===== src/rtl/tmp_pkg.sv =====
package tmp_pkg;

   localparam int PC_BITS = 6;

   localparam logic [1:0] CSR_GOAL     = 2'd0;
   localparam logic [1:0] CSR_ACCEL    = 2'd1;
   localparam logic [1:0] CSR_VELOCITY = 2'd2;

   localparam logic [31:0] GOAL_RESET     = 32'h0000_0000;
   localparam logic [31:0] ACCEL_RESET    = 32'h0001_0000;
   localparam logic [31:0] VELOCITY_RESET = 32'h0001_0000;

   localparam logic CMD_PLAN   = 1'b0;
   localparam logic CMD_SAMPLE = 1'b1;

   // microprogram entry points
   localparam logic [PC_BITS-1:0] PC_PLAN   = 6'd0;
   localparam logic [PC_BITS-1:0] PC_ACCEL  = 6'd7;
   localparam logic [PC_BITS-1:0] PC_CRUISE = 6'd11;
   localparam logic [PC_BITS-1:0] PC_DECEL  = 6'd17;
   localparam logic [PC_BITS-1:0] PC_DONE   = 6'd31;
   localparam logic [PC_BITS-1:0] PC_LAST   = 6'd39;

   typedef struct packed {
      logic               cmd;
      logic signed [31:0] sample_time;
   } req_type;

   typedef struct packed {
      logic signed [31:0] position;
      logic signed [31:0] velocity;
      logic signed [31:0] acceleration;
      logic [30:0]        final_time;
      logic               triangular;
   } rsp_type;

   typedef enum logic [2:0] {
      ALU_ADD, ALU_SUB, ALU_HALF, ALU_MUL, ALU_DIV, ALU_SQRT
   } alu_op_type;

   typedef struct packed {
      logic       start;
      alu_op_type op;
   } alu_ctrl_type;

   typedef enum logic [3:0] {
      SRC_ZERO, SRC_TIME, SRC_GOAL, SRC_ACCEL, SRC_PEAK, SRC_RAMP, SRC_CRUISE,
      SRC_MOVE, SRC_X0, SRC_X1, SRC_X2, SRC_VEL, SRC_ACC
   } src_type;

   typedef enum logic [3:0] {
      DST_RAMP, DST_CRUISE, DST_MOVE, DST_PEAK, DST_RAMP_CRUISE, DST_X0, DST_X1,
      DST_X2, DST_POS, DST_VEL, DST_ACC
   } dst_type;

   typedef struct packed {
      alu_op_type op;
      src_type    src_a;
      src_type    src_b;
      dst_type    dst;
      logic       chk;
      logic       last;
   } uop_type;

   typedef enum logic [2:0] {
      ST_IDLE, ST_DISPATCH, ST_ISSUE, ST_WAIT, ST_FINISH
   } seq_state_type;

   function automatic uop_type uop_rom(input logic [PC_BITS-1:0] pc);
      uop_type u;
      unique case (pc)
         // plan
         6'd0:  u = '{ALU_DIV,  SRC_PEAK,   SRC_ACCEL,  DST_RAMP,        1'b0, 1'b0};
         6'd1:  u = '{ALU_DIV,  SRC_GOAL,   SRC_PEAK,   DST_CRUISE,      1'b0, 1'b0};
         6'd2:  u = '{ALU_ADD,  SRC_RAMP,   SRC_CRUISE, DST_MOVE,        1'b1, 1'b0};
         6'd3:  u = '{ALU_DIV,  SRC_GOAL,   SRC_ACCEL,  DST_X0,          1'b0, 1'b0};
         6'd4:  u = '{ALU_SQRT, SRC_X0,     SRC_ZERO,   DST_RAMP_CRUISE, 1'b0, 1'b0};
         6'd5:  u = '{ALU_ADD,  SRC_RAMP,   SRC_RAMP,   DST_MOVE,        1'b0, 1'b0};
         6'd6:  u = '{ALU_MUL,  SRC_ACCEL,  SRC_RAMP,   DST_PEAK,        1'b0, 1'b1};
         // accelerating
         6'd7:  u = '{ALU_ADD,  SRC_ACCEL,  SRC_ZERO,   DST_ACC,         1'b0, 1'b0};
         6'd8:  u = '{ALU_MUL,  SRC_ACCEL,  SRC_TIME,   DST_VEL,         1'b0, 1'b0};
         6'd9:  u = '{ALU_MUL,  SRC_VEL,    SRC_TIME,   DST_X0,          1'b0, 1'b0};
         6'd10: u = '{ALU_HALF, SRC_X0,     SRC_ZERO,   DST_POS,         1'b0, 1'b1};
         // cruising
         6'd11: u = '{ALU_MUL,  SRC_ACCEL,  SRC_RAMP,   DST_VEL,         1'b0, 1'b0};
         6'd12: u = '{ALU_MUL,  SRC_PEAK,   SRC_RAMP,   DST_X0,          1'b0, 1'b0};
         6'd13: u = '{ALU_HALF, SRC_X0,     SRC_ZERO,   DST_X0,          1'b0, 1'b0};
         6'd14: u = '{ALU_SUB,  SRC_TIME,   SRC_RAMP,   DST_X1,          1'b0, 1'b0};
         6'd15: u = '{ALU_MUL,  SRC_VEL,    SRC_X1,     DST_X1,          1'b0, 1'b0};
         6'd16: u = '{ALU_ADD,  SRC_X0,     SRC_X1,     DST_POS,         1'b0, 1'b1};
         // decelerating
         6'd17: u = '{ALU_SUB,  SRC_TIME,   SRC_CRUISE, DST_X2,          1'b0, 1'b0};
         6'd18: u = '{ALU_SUB,  SRC_ZERO,   SRC_ACCEL,  DST_ACC,         1'b0, 1'b0};
         6'd19: u = '{ALU_MUL,  SRC_ACCEL,  SRC_RAMP,   DST_X0,          1'b0, 1'b0};
         6'd20: u = '{ALU_MUL,  SRC_ACC,    SRC_X2,     DST_X1,          1'b0, 1'b0};
         6'd21: u = '{ALU_ADD,  SRC_X0,     SRC_X1,     DST_VEL,         1'b0, 1'b0};
         6'd22: u = '{ALU_MUL,  SRC_PEAK,   SRC_RAMP,   DST_X0,          1'b0, 1'b0};
         6'd23: u = '{ALU_HALF, SRC_X0,     SRC_ZERO,   DST_X0,          1'b0, 1'b0};
         6'd24: u = '{ALU_SUB,  SRC_CRUISE, SRC_RAMP,   DST_X1,          1'b0, 1'b0};
         6'd25: u = '{ALU_MUL,  SRC_PEAK,   SRC_X1,     DST_X1,          1'b0, 1'b0};
         6'd26: u = '{ALU_ADD,  SRC_X0,     SRC_X1,     DST_X0,          1'b0, 1'b0};
         6'd27: u = '{ALU_ADD,  SRC_PEAK,   SRC_VEL,    DST_X1,          1'b0, 1'b0};
         6'd28: u = '{ALU_MUL,  SRC_X1,     SRC_X2,     DST_X1,          1'b0, 1'b0};
         6'd29: u = '{ALU_HALF, SRC_X1,     SRC_ZERO,   DST_X1,          1'b0, 1'b0};
         6'd30: u = '{ALU_ADD,  SRC_X0,     SRC_X1,     DST_POS,         1'b0, 1'b1};
         // move reached
         6'd31: u = '{ALU_MUL,  SRC_PEAK,   SRC_RAMP,   DST_X0,          1'b0, 1'b0};
         6'd32: u = '{ALU_HALF, SRC_X0,     SRC_ZERO,   DST_X0,          1'b0, 1'b0};
         6'd33: u = '{ALU_SUB,  SRC_CRUISE, SRC_RAMP,   DST_X1,          1'b0, 1'b0};
         6'd34: u = '{ALU_MUL,  SRC_PEAK,   SRC_X1,     DST_X1,          1'b0, 1'b0};
         6'd35: u = '{ALU_ADD,  SRC_X0,     SRC_X1,     DST_X0,          1'b0, 1'b0};
         6'd36: u = '{ALU_SUB,  SRC_MOVE,   SRC_CRUISE, DST_X1,          1'b0, 1'b0};
         6'd37: u = '{ALU_MUL,  SRC_PEAK,   SRC_X1,     DST_X1,          1'b0, 1'b0};
         6'd38: u = '{ALU_HALF, SRC_X1,     SRC_ZERO,   DST_X1,          1'b0, 1'b0};
         6'd39: u = '{ALU_ADD,  SRC_X0,     SRC_X1,     DST_POS,         1'b0, 1'b1};
         default: u = '{ALU_ADD, SRC_ZERO,  SRC_ZERO,   DST_X0,          1'b0, 1'b1};
      endcase
      return u;
   endfunction

endpackage


===== src/rtl/trapezoid_motion_profile_unit.sv =====
// channel  direction  handshake             payload
// req      in         req_valid/req_stall   tmp_pkg::req_type (cmd, sample_time)
// rsp      out        rsp_valid/rsp_stall   tmp_pkg::rsp_type (position .. triangular)
// csr      in         csr_wr_en             csr_index, csr_wdata
// one beat at a time: every step runs on a single shared add/multiply/divide/sqrt unit
// multiply, divide and square root run as iterative shift loops; add, subtract and halve do not
// plan: two divides and an add, then one more divide, a root and a multiply if triangular, at Q16.16
// sample: 0 to 14 steps, the most in the deceleration segment
// synchronous reset loads the default limits and the all-zero plan, no clearing pass
// a finished result waits in the output register while the next beat is taken
module trapezoid_motion_profile_unit #(
   parameter int FRAC_BITS = 16,
   parameter int WORD_BITS = 32
) (
   input  logic             clock,
   input  logic             reset,
   input  logic             req_valid,
   output logic             req_stall,
   input  tmp_pkg::req_type req_data,
   output logic             rsp_valid,
   input  logic             rsp_stall,
   output tmp_pkg::rsp_type rsp_data,
   input  logic             csr_wr_en,
   input  logic [1:0]       csr_index,
   input  logic [31:0]      csr_wdata
);
   import tmp_pkg::*;

   localparam int W  = WORD_BITS;
   localparam int EW = (W > 32) ? W : 32;
   localparam logic signed [EW-1:0] E_MAX = EW'({1'b0, {(W-1){1'b1}}});
   localparam logic signed [EW-1:0] E_MIN = -E_MAX - 1;
   localparam logic [W-1:0] MAX_W = {1'b0, {(W-1){1'b1}}};
   localparam logic [W-1:0] MIN_W = {1'b1, {(W-1){1'b0}}};

   seq_state_type state_ff, state_in;
   logic [PC_BITS-1:0] pc_ff, pc_in;
   logic [31:0] goal_cfg_ff, accel_cfg_ff, vel_cfg_ff;
   logic cmd_ff;
   logic signed [W-1:0] time_ff, ramp_ff, cruise_ff, move_ff, accel_ff, peak_ff;
   logic signed [W-1:0] x0_ff, x1_ff, x2_ff, pos_ff, vel_ff, acc_ff;
   logic bb_ff;
   logic rsp_valid_ff, rsp_valid_in;
   rsp_type rsp_data_ff;

   alu_ctrl_type alu_ctrl;
   logic signed [W-1:0] alu_a, alu_b, alu_result;
   logic alu_done;
   uop_type uop;
   logic accept, out_free, writeback, bb_now;
   logic signed [W-1:0] goal_w, accel_w, vel_w, accel_fix, vel_fix;
   logic [31:0] move_word;

   function automatic logic signed [W-1:0] from32(input logic [31:0] v);
      logic signed [EW-1:0] e;
      e = EW'($signed(v));
      if (e > E_MAX) e = E_MAX;
      else if (e < E_MIN) e = E_MIN;
      return e[W-1:0];
   endfunction

   function automatic logic [31:0] to32(input logic signed [W-1:0] v);
      logic signed [EW-1:0] e;
      e = EW'(v);
      return e[31:0];
   endfunction

   // limits take the sign of the goal
   function automatic logic signed [W-1:0] fix_sign(input logic signed [W-1:0] v,
                                                    input logic goal_neg);
      logic signed [W-1:0] r;
      r = v;
      if (goal_neg) begin
         if (v > 0) r = -v;
      end else if (v < 0) begin
         r = (v == MIN_W) ? MAX_W : -v;
      end
      return r;
   endfunction

   function automatic logic signed [W-1:0] pick(input src_type s, input logic signed [W-1:0]
                                                t, g, a, p, r, c, m, x0, x1, x2, vl, ac);
      logic signed [W-1:0] o;
      unique case (s)
         SRC_ZERO:   o = '0;
         SRC_TIME:   o = t;
         SRC_GOAL:   o = g;
         SRC_ACCEL:  o = a;
         SRC_PEAK:   o = p;
         SRC_RAMP:   o = r;
         SRC_CRUISE: o = c;
         SRC_MOVE:   o = m;
         SRC_X0:     o = x0;
         SRC_X1:     o = x1;
         SRC_X2:     o = x2;
         SRC_VEL:    o = vl;
         SRC_ACC:    o = ac;
         default:    o = '0;
      endcase
      return o;
   endfunction

   assign goal_w    = from32(goal_cfg_ff);
   assign accel_w   = from32(accel_cfg_ff);
   assign vel_w     = from32(vel_cfg_ff);
   assign accel_fix = fix_sign(accel_w, goal_w[W-1]);
   assign vel_fix   = fix_sign(vel_w, goal_w[W-1]);
   assign move_word = to32(move_ff);
   assign uop       = uop_rom(pc_ff);
   assign bb_now    = ramp_ff >= cruise_ff;
   assign accept    = req_valid && !req_stall;
   assign out_free  = !rsp_valid_ff || !rsp_stall;
   assign alu_a     = pick(uop.src_a, time_ff, goal_w, accel_ff, peak_ff, ramp_ff, cruise_ff,
                           move_ff, x0_ff, x1_ff, x2_ff, vel_ff, acc_ff);
   assign alu_b     = pick(uop.src_b, time_ff, goal_w, accel_ff, peak_ff, ramp_ff, cruise_ff,
                           move_ff, x0_ff, x1_ff, x2_ff, vel_ff, acc_ff);

   tmp_alu #(.W(W), .F(FRAC_BITS)) u_alu (
      .clock  (clock),
      .reset  (reset),
      .ctrl   (alu_ctrl),
      .op_a   (alu_a),
      .op_b   (alu_b),
      .done   (alu_done),
      .result (alu_result)
   );

   // next state
   always_comb begin
      state_in = state_ff;
      pc_in    = pc_ff;
      unique case (state_ff)
         ST_IDLE: begin
            if (req_valid) state_in = ST_DISPATCH;
         end
         ST_DISPATCH: begin
            state_in = ST_ISSUE;
            if (cmd_ff == CMD_PLAN) pc_in = PC_PLAN;
            else if (time_ff < 0) state_in = ST_FINISH;
            else if (time_ff <= ramp_ff) pc_in = PC_ACCEL;
            else if (time_ff <= cruise_ff) pc_in = PC_CRUISE;
            else if (time_ff <= move_ff) pc_in = PC_DECEL;
            else pc_in = PC_DONE;
         end
         ST_ISSUE: begin
            state_in = ST_WAIT;
         end
         ST_WAIT: begin
            if (alu_done) begin
               if (uop.last || (uop.chk && !bb_now)) begin
                  state_in = ST_FINISH;
               end else begin
                  pc_in    = pc_ff + 1'b1;
                  state_in = ST_ISSUE;
               end
            end
         end
         ST_FINISH: begin
            if (out_free) state_in = ST_IDLE;
         end
         default: begin
            state_in = ST_IDLE;
         end
      endcase
   end

   // outputs
   always_comb begin
      req_stall      = 1'b1;
      alu_ctrl.start = 1'b0;
      alu_ctrl.op    = uop.op;
      writeback      = 1'b0;
      rsp_valid_in   = rsp_valid_ff && rsp_stall;
      unique case (state_ff)
         ST_IDLE:     req_stall = 1'b0;
         ST_DISPATCH: req_stall = 1'b1;
         ST_ISSUE:    alu_ctrl.start = 1'b1;
         ST_WAIT:     writeback = alu_done;
         ST_FINISH:   if (out_free) rsp_valid_in = 1'b1;
         default:     req_stall = 1'b1;
      endcase
   end

   always_ff @(posedge clock) begin
      if (reset) begin
         state_ff     <= ST_IDLE;
         pc_ff        <= '0;
         rsp_valid_ff <= 1'b0;
         goal_cfg_ff  <= GOAL_RESET;
         accel_cfg_ff <= ACCEL_RESET;
         vel_cfg_ff   <= VELOCITY_RESET;
         ramp_ff      <= '0;
         cruise_ff    <= '0;
         move_ff      <= '0;
         accel_ff     <= '0;
         peak_ff      <= '0;
         bb_ff        <= 1'b0;
      end else begin
         state_ff     <= state_in;
         pc_ff        <= pc_in;
         rsp_valid_ff <= rsp_valid_in;
         if (csr_wr_en) begin
            unique case (csr_index)
               CSR_GOAL:     goal_cfg_ff  <= csr_wdata;
               CSR_ACCEL:    accel_cfg_ff <= csr_wdata;
               CSR_VELOCITY: vel_cfg_ff   <= csr_wdata;
               default:      goal_cfg_ff  <= goal_cfg_ff;
            endcase
         end
         if (accept && req_data.cmd == CMD_PLAN) begin
            accel_ff <= accel_fix;
            peak_ff  <= vel_fix;
         end
         if (writeback) begin
            unique case (uop.dst)
               DST_RAMP:   ramp_ff   <= alu_result;
               DST_CRUISE: cruise_ff <= alu_result;
               DST_MOVE:   move_ff   <= alu_result;
               DST_PEAK:   peak_ff   <= alu_result;
               DST_RAMP_CRUISE: begin
                  ramp_ff   <= alu_result;
                  cruise_ff <= alu_result;
               end
               default: ramp_ff <= ramp_ff;
            endcase
            if (uop.chk) bb_ff <= bb_now;
         end
      end
      if (accept) begin
         cmd_ff  <= req_data.cmd;
         time_ff <= from32(req_data.sample_time);
         pos_ff  <= '0;
         vel_ff  <= '0;
         acc_ff  <= '0;
      end
      if (writeback) begin
         unique case (uop.dst)
            DST_X0:  x0_ff  <= alu_result;
            DST_X1:  x1_ff  <= alu_result;
            DST_X2:  x2_ff  <= alu_result;
            DST_POS: pos_ff <= alu_result;
            DST_VEL: vel_ff <= alu_result;
            DST_ACC: acc_ff <= alu_result;
            default: x0_ff  <= x0_ff;
         endcase
      end
      if (state_ff == ST_FINISH && out_free) begin
         rsp_data_ff.position     <= to32(pos_ff);
         rsp_data_ff.velocity     <= to32(vel_ff);
         rsp_data_ff.acceleration <= to32(acc_ff);
         rsp_data_ff.final_time   <= move_word[30:0];
         rsp_data_ff.triangular   <= bb_ff;
      end
   end

   assign rsp_valid = rsp_valid_ff;
   assign rsp_data  = rsp_data_ff;

`ifndef SYNTHESIS
   a_single_issue: assert property (@(posedge clock) disable iff (reset)
      alu_ctrl.start |=> !alu_ctrl.start)
      else $error("shared unit started twice in a row");
   a_done_in_wait: assert property (@(posedge clock) disable iff (reset)
      alu_done |-> state_ff == ST_WAIT)
      else $error("unit result arrived outside wait");
   a_finish_loads: assert property (@(posedge clock) disable iff (reset)
      (state_ff == ST_FINISH && out_free) |=> rsp_valid_ff)
      else $error("finished beat not presented");
   a_pc_range: assert property (@(posedge clock) disable iff (reset)
      state_ff == ST_ISSUE |-> pc_ff <= PC_LAST)
      else $error("microprogram counter out of range");
`endif

endmodule


===== src/rtl/tmp_alu.sv =====
module tmp_alu #(
   parameter int W = 32,
   parameter int F = 16
) (
   input  logic                  clock,
   input  logic                  reset,
   input  tmp_pkg::alu_ctrl_type ctrl,
   input  logic signed [W-1:0]   op_a,
   input  logic signed [W-1:0]   op_b,
   output logic                  done,
   output logic signed [W-1:0]   result
);
   import tmp_pkg::*;

   localparam int PW = 2 * W;
   localparam int DW = W + F;
   localparam int K  = (W + F + 1) / 2;
   localparam int SW = 2 * K;
   localparam int CW = $clog2(DW + 1);
   localparam logic [W-1:0] MAX_W = {1'b0, {(W-1){1'b1}}};
   localparam logic [W-1:0] MIN_W = {1'b1, {(W-1){1'b0}}};

   logic              busy_ff, busy_in, done_ff, done_in, neg_ff, neg_in;
   logic [CW-1:0]     cnt_ff, cnt_in;
   alu_op_type        op_ff, op_in;
   logic [W-1:0]      result_ff, result_in;
   logic [W-1:0]      mcand_ff, mcand_in, mplier_ff, mplier_in;
   logic [PW-1:0]     acc_ff, acc_in;
   logic [DW-1:0]     dvd_ff, dvd_in, quo_ff, quo_in;
   logic [W-1:0]      dvs_ff, dvs_in, rem_ff, rem_in;
   logic [SW-1:0]     sq_ff, sq_in;
   logic [K+1:0]      srem_ff, srem_in;
   logic [K-1:0]      root_ff, root_in;

   logic [W:0]        sum, r2;
   logic [K+3:0]      rem2, trial;
   logic [PW-1:0]     prod_q;
   logic [W-1:0]      lim, q;

   function automatic logic [W-1:0] mag(input logic [W-1:0] v);
      return v[W-1] ? W'(-v) : v;
   endfunction

   function automatic logic [W-1:0] sat(input logic [W:0] s);
      return (s[W] != s[W-1]) ? (s[W] ? MIN_W : MAX_W) : s[W-1:0];
   endfunction

   always_comb begin
      busy_in   = busy_ff;
      done_in   = 1'b0;
      neg_in    = neg_ff;
      cnt_in    = cnt_ff;
      op_in     = op_ff;
      result_in = result_ff;
      mcand_in  = mcand_ff;
      mplier_in = mplier_ff;
      acc_in    = acc_ff;
      dvd_in    = dvd_ff;
      quo_in    = quo_ff;
      dvs_in    = dvs_ff;
      rem_in    = rem_ff;
      sq_in     = sq_ff;
      srem_in   = srem_ff;
      root_in   = root_ff;
      sum       = '0;
      r2        = {rem_ff, dvd_ff[DW-1]};
      rem2      = {srem_ff, sq_ff[SW-1:SW-2]};
      trial     = (K+4)'({root_ff, 2'b01});
      prod_q    = acc_ff >> F;
      lim       = neg_ff ? MIN_W : MAX_W;
      q         = '0;
      if (ctrl.start) begin
         op_in  = ctrl.op;
         neg_in = op_a[W-1] ^ op_b[W-1];
         unique case (ctrl.op)
            ALU_ADD: begin
               sum       = {op_a[W-1], op_a} + {op_b[W-1], op_b};
               result_in = sat(sum);
               done_in   = 1'b1;
            end
            ALU_SUB: begin
               sum       = {op_a[W-1], op_a} - {op_b[W-1], op_b};
               result_in = sat(sum);
               done_in   = 1'b1;
            end
            ALU_HALF: begin
               // rounds toward zero
               sum       = {op_a[W-1], op_a} + (W+1)'(op_a[W-1]);
               result_in = sum[W:1];
               done_in   = 1'b1;
            end
            ALU_MUL: begin
               mcand_in  = mag(op_a);
               mplier_in = mag(op_b);
               acc_in    = '0;
               cnt_in    = CW'(W);
               busy_in   = 1'b1;
            end
            ALU_DIV: begin
               if (op_b == '0) begin
                  result_in = MAX_W;
                  done_in   = 1'b1;
               end else begin
                  dvd_in  = {mag(op_a), {F{1'b0}}};
                  dvs_in  = mag(op_b);
                  rem_in  = '0;
                  quo_in  = '0;
                  cnt_in  = CW'(DW);
                  busy_in = 1'b1;
               end
            end
            ALU_SQRT: begin
               if (op_a[W-1] || op_a == '0) begin
                  result_in = '0;
                  done_in   = 1'b1;
               end else begin
                  sq_in   = SW'(op_a) << F;
                  srem_in = '0;
                  root_in = '0;
                  cnt_in  = CW'(K);
                  busy_in = 1'b1;
               end
            end
            default: begin
               done_in = 1'b1;
            end
         endcase
      end else if (busy_ff) begin
         if (cnt_ff != '0) begin
            cnt_in = cnt_ff - 1'b1;
            unique case (op_ff)
               ALU_MUL: begin
                  acc_in    = (acc_ff << 1) + (mplier_ff[W-1] ? PW'(mcand_ff) : '0);
                  mplier_in = mplier_ff << 1;
               end
               ALU_DIV: begin
                  if (r2 >= {1'b0, dvs_ff}) begin
                     rem_in = W'(r2 - {1'b0, dvs_ff});
                     quo_in = {quo_ff[DW-2:0], 1'b1};
                  end else begin
                     rem_in = W'(r2);
                     quo_in = {quo_ff[DW-2:0], 1'b0};
                  end
                  dvd_in = dvd_ff << 1;
               end
               ALU_SQRT: begin
                  if (rem2 >= trial) begin
                     srem_in = (K+2)'(rem2 - trial);
                     root_in = {root_ff[K-2:0], 1'b1};
                  end else begin
                     srem_in = (K+2)'(rem2);
                     root_in = {root_ff[K-2:0], 1'b0};
                  end
                  sq_in = sq_ff << 2;
               end
               default: begin
                  cnt_in = '0;
               end
            endcase
         end else begin
            busy_in = 1'b0;
            done_in = 1'b1;
            unique case (op_ff)
               ALU_MUL: begin
                  q         = (prod_q > PW'(lim)) ? lim : prod_q[W-1:0];
                  result_in = neg_ff ? W'(-q) : q;
               end
               ALU_DIV: begin
                  // quotient bits at or above the sign position overflow
                  q         = (|quo_ff[DW-1:W-1]) ? lim : {1'b0, quo_ff[W-2:0]};
                  result_in = neg_ff ? W'(-q) : q;
               end
               ALU_SQRT: begin
                  result_in = (W'(root_ff) > MAX_W) ? MAX_W : W'(root_ff);
               end
               default: begin
                  result_in = result_ff;
               end
            endcase
         end
      end
   end

   always_ff @(posedge clock) begin
      if (reset) begin
         busy_ff <= 1'b0;
         done_ff <= 1'b0;
         cnt_ff  <= '0;
         op_ff   <= ALU_ADD;
      end else begin
         busy_ff <= busy_in;
         done_ff <= done_in;
         cnt_ff  <= cnt_in;
         op_ff   <= op_in;
      end
      neg_ff    <= neg_in;
      result_ff <= result_in;
      mcand_ff  <= mcand_in;
      mplier_ff <= mplier_in;
      acc_ff    <= acc_in;
      dvd_ff    <= dvd_in;
      quo_ff    <= quo_in;
      dvs_ff    <= dvs_in;
      rem_ff    <= rem_in;
      sq_ff     <= sq_in;
      srem_ff   <= srem_in;
      root_ff   <= root_in;
   end

   assign done   = done_ff;
   assign result = result_ff;

endmodule

===== config.mk =====
export PLATFORM = sky130hd
export DESIGN_NAME = trapezoid_motion_profile_unit
export DESIGN_NICKNAME = d
export VERILOG_FILES = /design/src/rtl/tmp_pkg.sv /design/src/rtl/trapezoid_motion_profile_unit.sv /design/src/rtl/tmp_alu.sv
export SDC_FILE = /design/constraint.sdc
export NUM_CORES = 2
export LEC_CHECK = 0
export BUFFER_PORTS_ARGS = -buffer_cell sky130_fd_sc_hd__buf_2
export CORE_UTILIZATION = 25
export DETAILED_ROUTE_END_ITERATION = 6
export HOLD_SLACK_MARGIN = 0.02
export PLACE_DENSITY = 0.38
export SLEW_MARGIN = 20
export SYNTH_ARGS = -nofsm -noshare
export SYNTH_HDL_FRONTEND = slang
export SYNTH_SLANG_ARGS = --single-unit

===== constraint.sdc =====
create_clock -name clock -period 11.5 [get_ports clock]
set_input_delay 0.575 -clock clock [delete_from_list [all_inputs] [get_ports clock]]
set_output_delay 0.575 -clock clock [all_outputs]
set_load 0.05 [all_outputs]

==> results.md <==
* Outcome: complete, no violations
* Number of flops mapped to enable cells by yosys at approximately 640
* Core area at roughly 260000 sq um
* CTS tree: done
* R2R Setup Slk at 3.51 ns
* Maximum capacitance violations at 0
* Global Route Usage Sum at 0.255
* Crit path to: u_alu.result[27]
* HPWL Detailed at 258000 um
* 1st-iter DRT viols at 6038
* Drt pass-1 iters at 6
* Asr flop ratio synth at 0
* GRT met1 Usage at 0.348
* Die area at 260000 sq um
* Post_cts resized at 0
* CTS Sinks at a little over 1000
* Pins Over Slew Limit at 0
* P_leak at 0.0268 uW
* Actual slew at the worst max-slew pin at 1.23 ns
* Port Buffers at ~200
* Largest net degree at the start of global routing at about 170
* Die span in x at 510 um
* Synth Area per Inst at 8.78 sq um
* CTS root buffer: clkbuf_16
* First-pass GRT wire length at approximately 470000 um
* GP Congestion at approximately 1.0
* Synth Register Bits at 1035
* Clock Latency Late Sink at 0.84 ns
* Worst R2R Path Depth at 19
* ANT nets after route at 0
* Worst Hold Class: in -> reg
* WS Path Type: reg -> reg
* Row cnt at about 190
* Total grt overflow at 0
* Fmax at 125 MHz
* Initial core utilization at 0.251
* Pwr per Cell Area at slightly below 200 nW/um^2
* Clk buf depth at 3
* VDD IR max at 0.139 mV
* Sequential element share of the synthesized area at 0.420
* Slowest CP cell: a2111oi_1
* # hold bufs at CTS at 66
* Critical-path cell list: buf_4 > nor2b_1 > buf_4 > a22o_1 > a2111oi_1 > nor2_1 > ha_1 > a211oi_1 > o21ai_0 > o2111ai_1 > a21boi_0 > nor3_1 > o21ai_0 > o31a_1 > and4_1 > nor2_2 > o21ai_0 > a221oi_1 > a311oi_1
* Filler Cell Count at 27513
* Most used cell along the critical path: o21ai_0
* Warnings from Yosys at 0
* Vias per cell at 5.43
* Final period util at 0.694
* TritonCTS Buffers at approximately 140
* Commonest non-fill, non-tap cell in the layout: nand2_1
* Area after DPL at 69500 sq um
* WL per Instance at 30.9 um
* Layout area overhead at 15.9%
* Slew HR at 0.178
* Vias in the first global route at 56586
* Top_reg_cell synth: edfxtp_1
* Routed wire length at 340000 um
* Share of layout cells above drive strength 1 at 0.105
* Met3 usage at 0.0383
* Clk slew on worst S/H paths at 0.06 ns
* DR DRC count at 0
* Req. time, crit path at 12.04 ns
* Via count at 59702
* Fin. Hold Viols at 0
* Nets at roughly 8000
* RSZ-0062 raised after global routing: no
* Met2 Usage GRT at 0.396
* Clk_skew at 0.0547 ns
* Number of H-tree levels at 4
* Design area at 74900 sq um
* Largest stage delay, worst path at 1.05 ns
* Initial antenna violation count at 29
* PnR Total Power at 14700 uW
* Tmin final at 7.99 ns
* Most frequent cells in the layout: nand2_1, a21oi_1, edfxtp_1
* Postcts setup bufs at 0
* Reg-to-Reg End: u_alu.result[27]
* IO Pins at 202
* Final setup vio count at 0
* Max FFs per register at 128
* Setup TNS at 0 ns
* Startpoint Class: flop
* CP arrival at 8.53 ns
* Netlist cell types at around 110
* Net Count, Synth at between 7000 and 8000
* CP endpoint kind: flop
* Synth Cell Area at 64600 sq um
* Worst-path fanout max at 49
* GR peak layer: met2
* Critical path startpoint: uop[11]
* Syn Inst Count at 7362
* Worst R2R Start: uop[11]
* Chip height at 510 um
stage by stage:
| stage | cells | setup slack [ns] | hold WS, ns | utilization |
|---|---|---|---|---|
| after floorplan | 7362 | 2.43 | 0.408 | - |
| after global placement | 10643 | 3.81 | 0.413 | 0.270 |
| after CTS | 10966 | 3.78 | 0.0234 | 0.291 |
| after detailed placement | 10643 | 3.76 | 0.415 | 0.270 |
| final | 10992 | 3.51 | 0.0934 | 0.291 |
| after global routing | 10982 | 3.20 | 0.0690 | 0.291 |
worst min-delay path by stage:
stage	startpoint	cells past startpoint	to	slack, ns
floorplan	pos_ff[4]	0	rsp_data[100]	0.41
global placement	pos_ff[28]	0	rsp_data[124]	0.41
detailed placement	pos_ff[6]	0	rsp_data[102]	0.42
CTS	req_valid	3	state_ff[0]	0.02
global route	req_valid	3	state_ff[0]	0.07
finish	req_valid	3	state_ff[0]	0.09
where the power goes:
group / switching (uW) / internal (uW) / total (uW)
clock: 1900 / 2560 / 4450
sequential: 354 / 4190 / 4550
combinational: 4070 / 1680 / 5750
synthesized netlist by cell type, types with 95 or more instances:
| cell type | count | share of area |
|---|---|---|
| a211oi_1 | 95 | 0.011 |
| a21oi_1 | 671 | 0.052 |
| a22oi_1 | 112 | 0.013 |
| and2_1 | 106 | 0.010 |
| clkbuf_1 | 392 | 0.023 |
| dfxtp_1 | 391 | 0.12 |
| edfxtp_1 | 644 | 0.30 |
| ha_1 | 330 | 0.064 |
| inv_1 | 311 | 0.018 |
| mux2i_1 | 122 | 0.019 |
| nand2_1 | 1257 | 0.073 |
| nand3_1 | 126 | 0.0098 |
| nor2_1 | 507 | 0.029 |
| nor3_1 | 150 | 0.012 |
| o21ai_0 | 390 | 0.030 |
| xnor2_1 | 155 | 0.021 |
worst max-delay path, delay by kind of cell (launching register included):
| family | cells | cell delay, ns |
|---|---|---|
| AO/OA/AOI/OAI | 11 | 3.39 |
| adder cells (fa/ha/maj) | 1 | 0.39 |
| buffers and inverters | 2 | 0.82 |
| flip-flops | 1 | 0.78 |
| AND/OR/NAND/NOR | 5 | 2.29 |
routing by layer:
layer	vias to the layer above	part of all wire
met5	-	0.00022
met4	12	0.047
met3	459	0.059
met2	2297	0.44
met1	29848	0.45
li1	27086	-
cell families (layout without fill, tap and decap cells):
logic type                 count (synthesis)  count (layout)  share of synthesized area
AOI/OAI and AO/OA                       2092            2092                      0.210
xor gates and xnor gates                 237             237                     0.0321
adders and majority gates                335             335                     0.0653
buffers and inverters                    823            1044                     0.0525
DFF                                     1035            1035                      0.420
muxes                                    167             167                     0.0280
other                                      0              25                          0
and+or+nand+nor                         2673            2673                      0.192
layout make-up:
type                       instances  area, sq um  area share
antenna                           25         62.6    0.000835
clock buffer                     186         3770      0.0504
clock inverter                    71          901      0.0120
inverter                         321         1210      0.0162
multi-input combinational       5504        34300       0.458
sequential                      1035        27200       0.363
tap                             3384         4230      0.0565
timing repair buffer             466         3180      0.0425
Power figures use the tool's default switching activity.
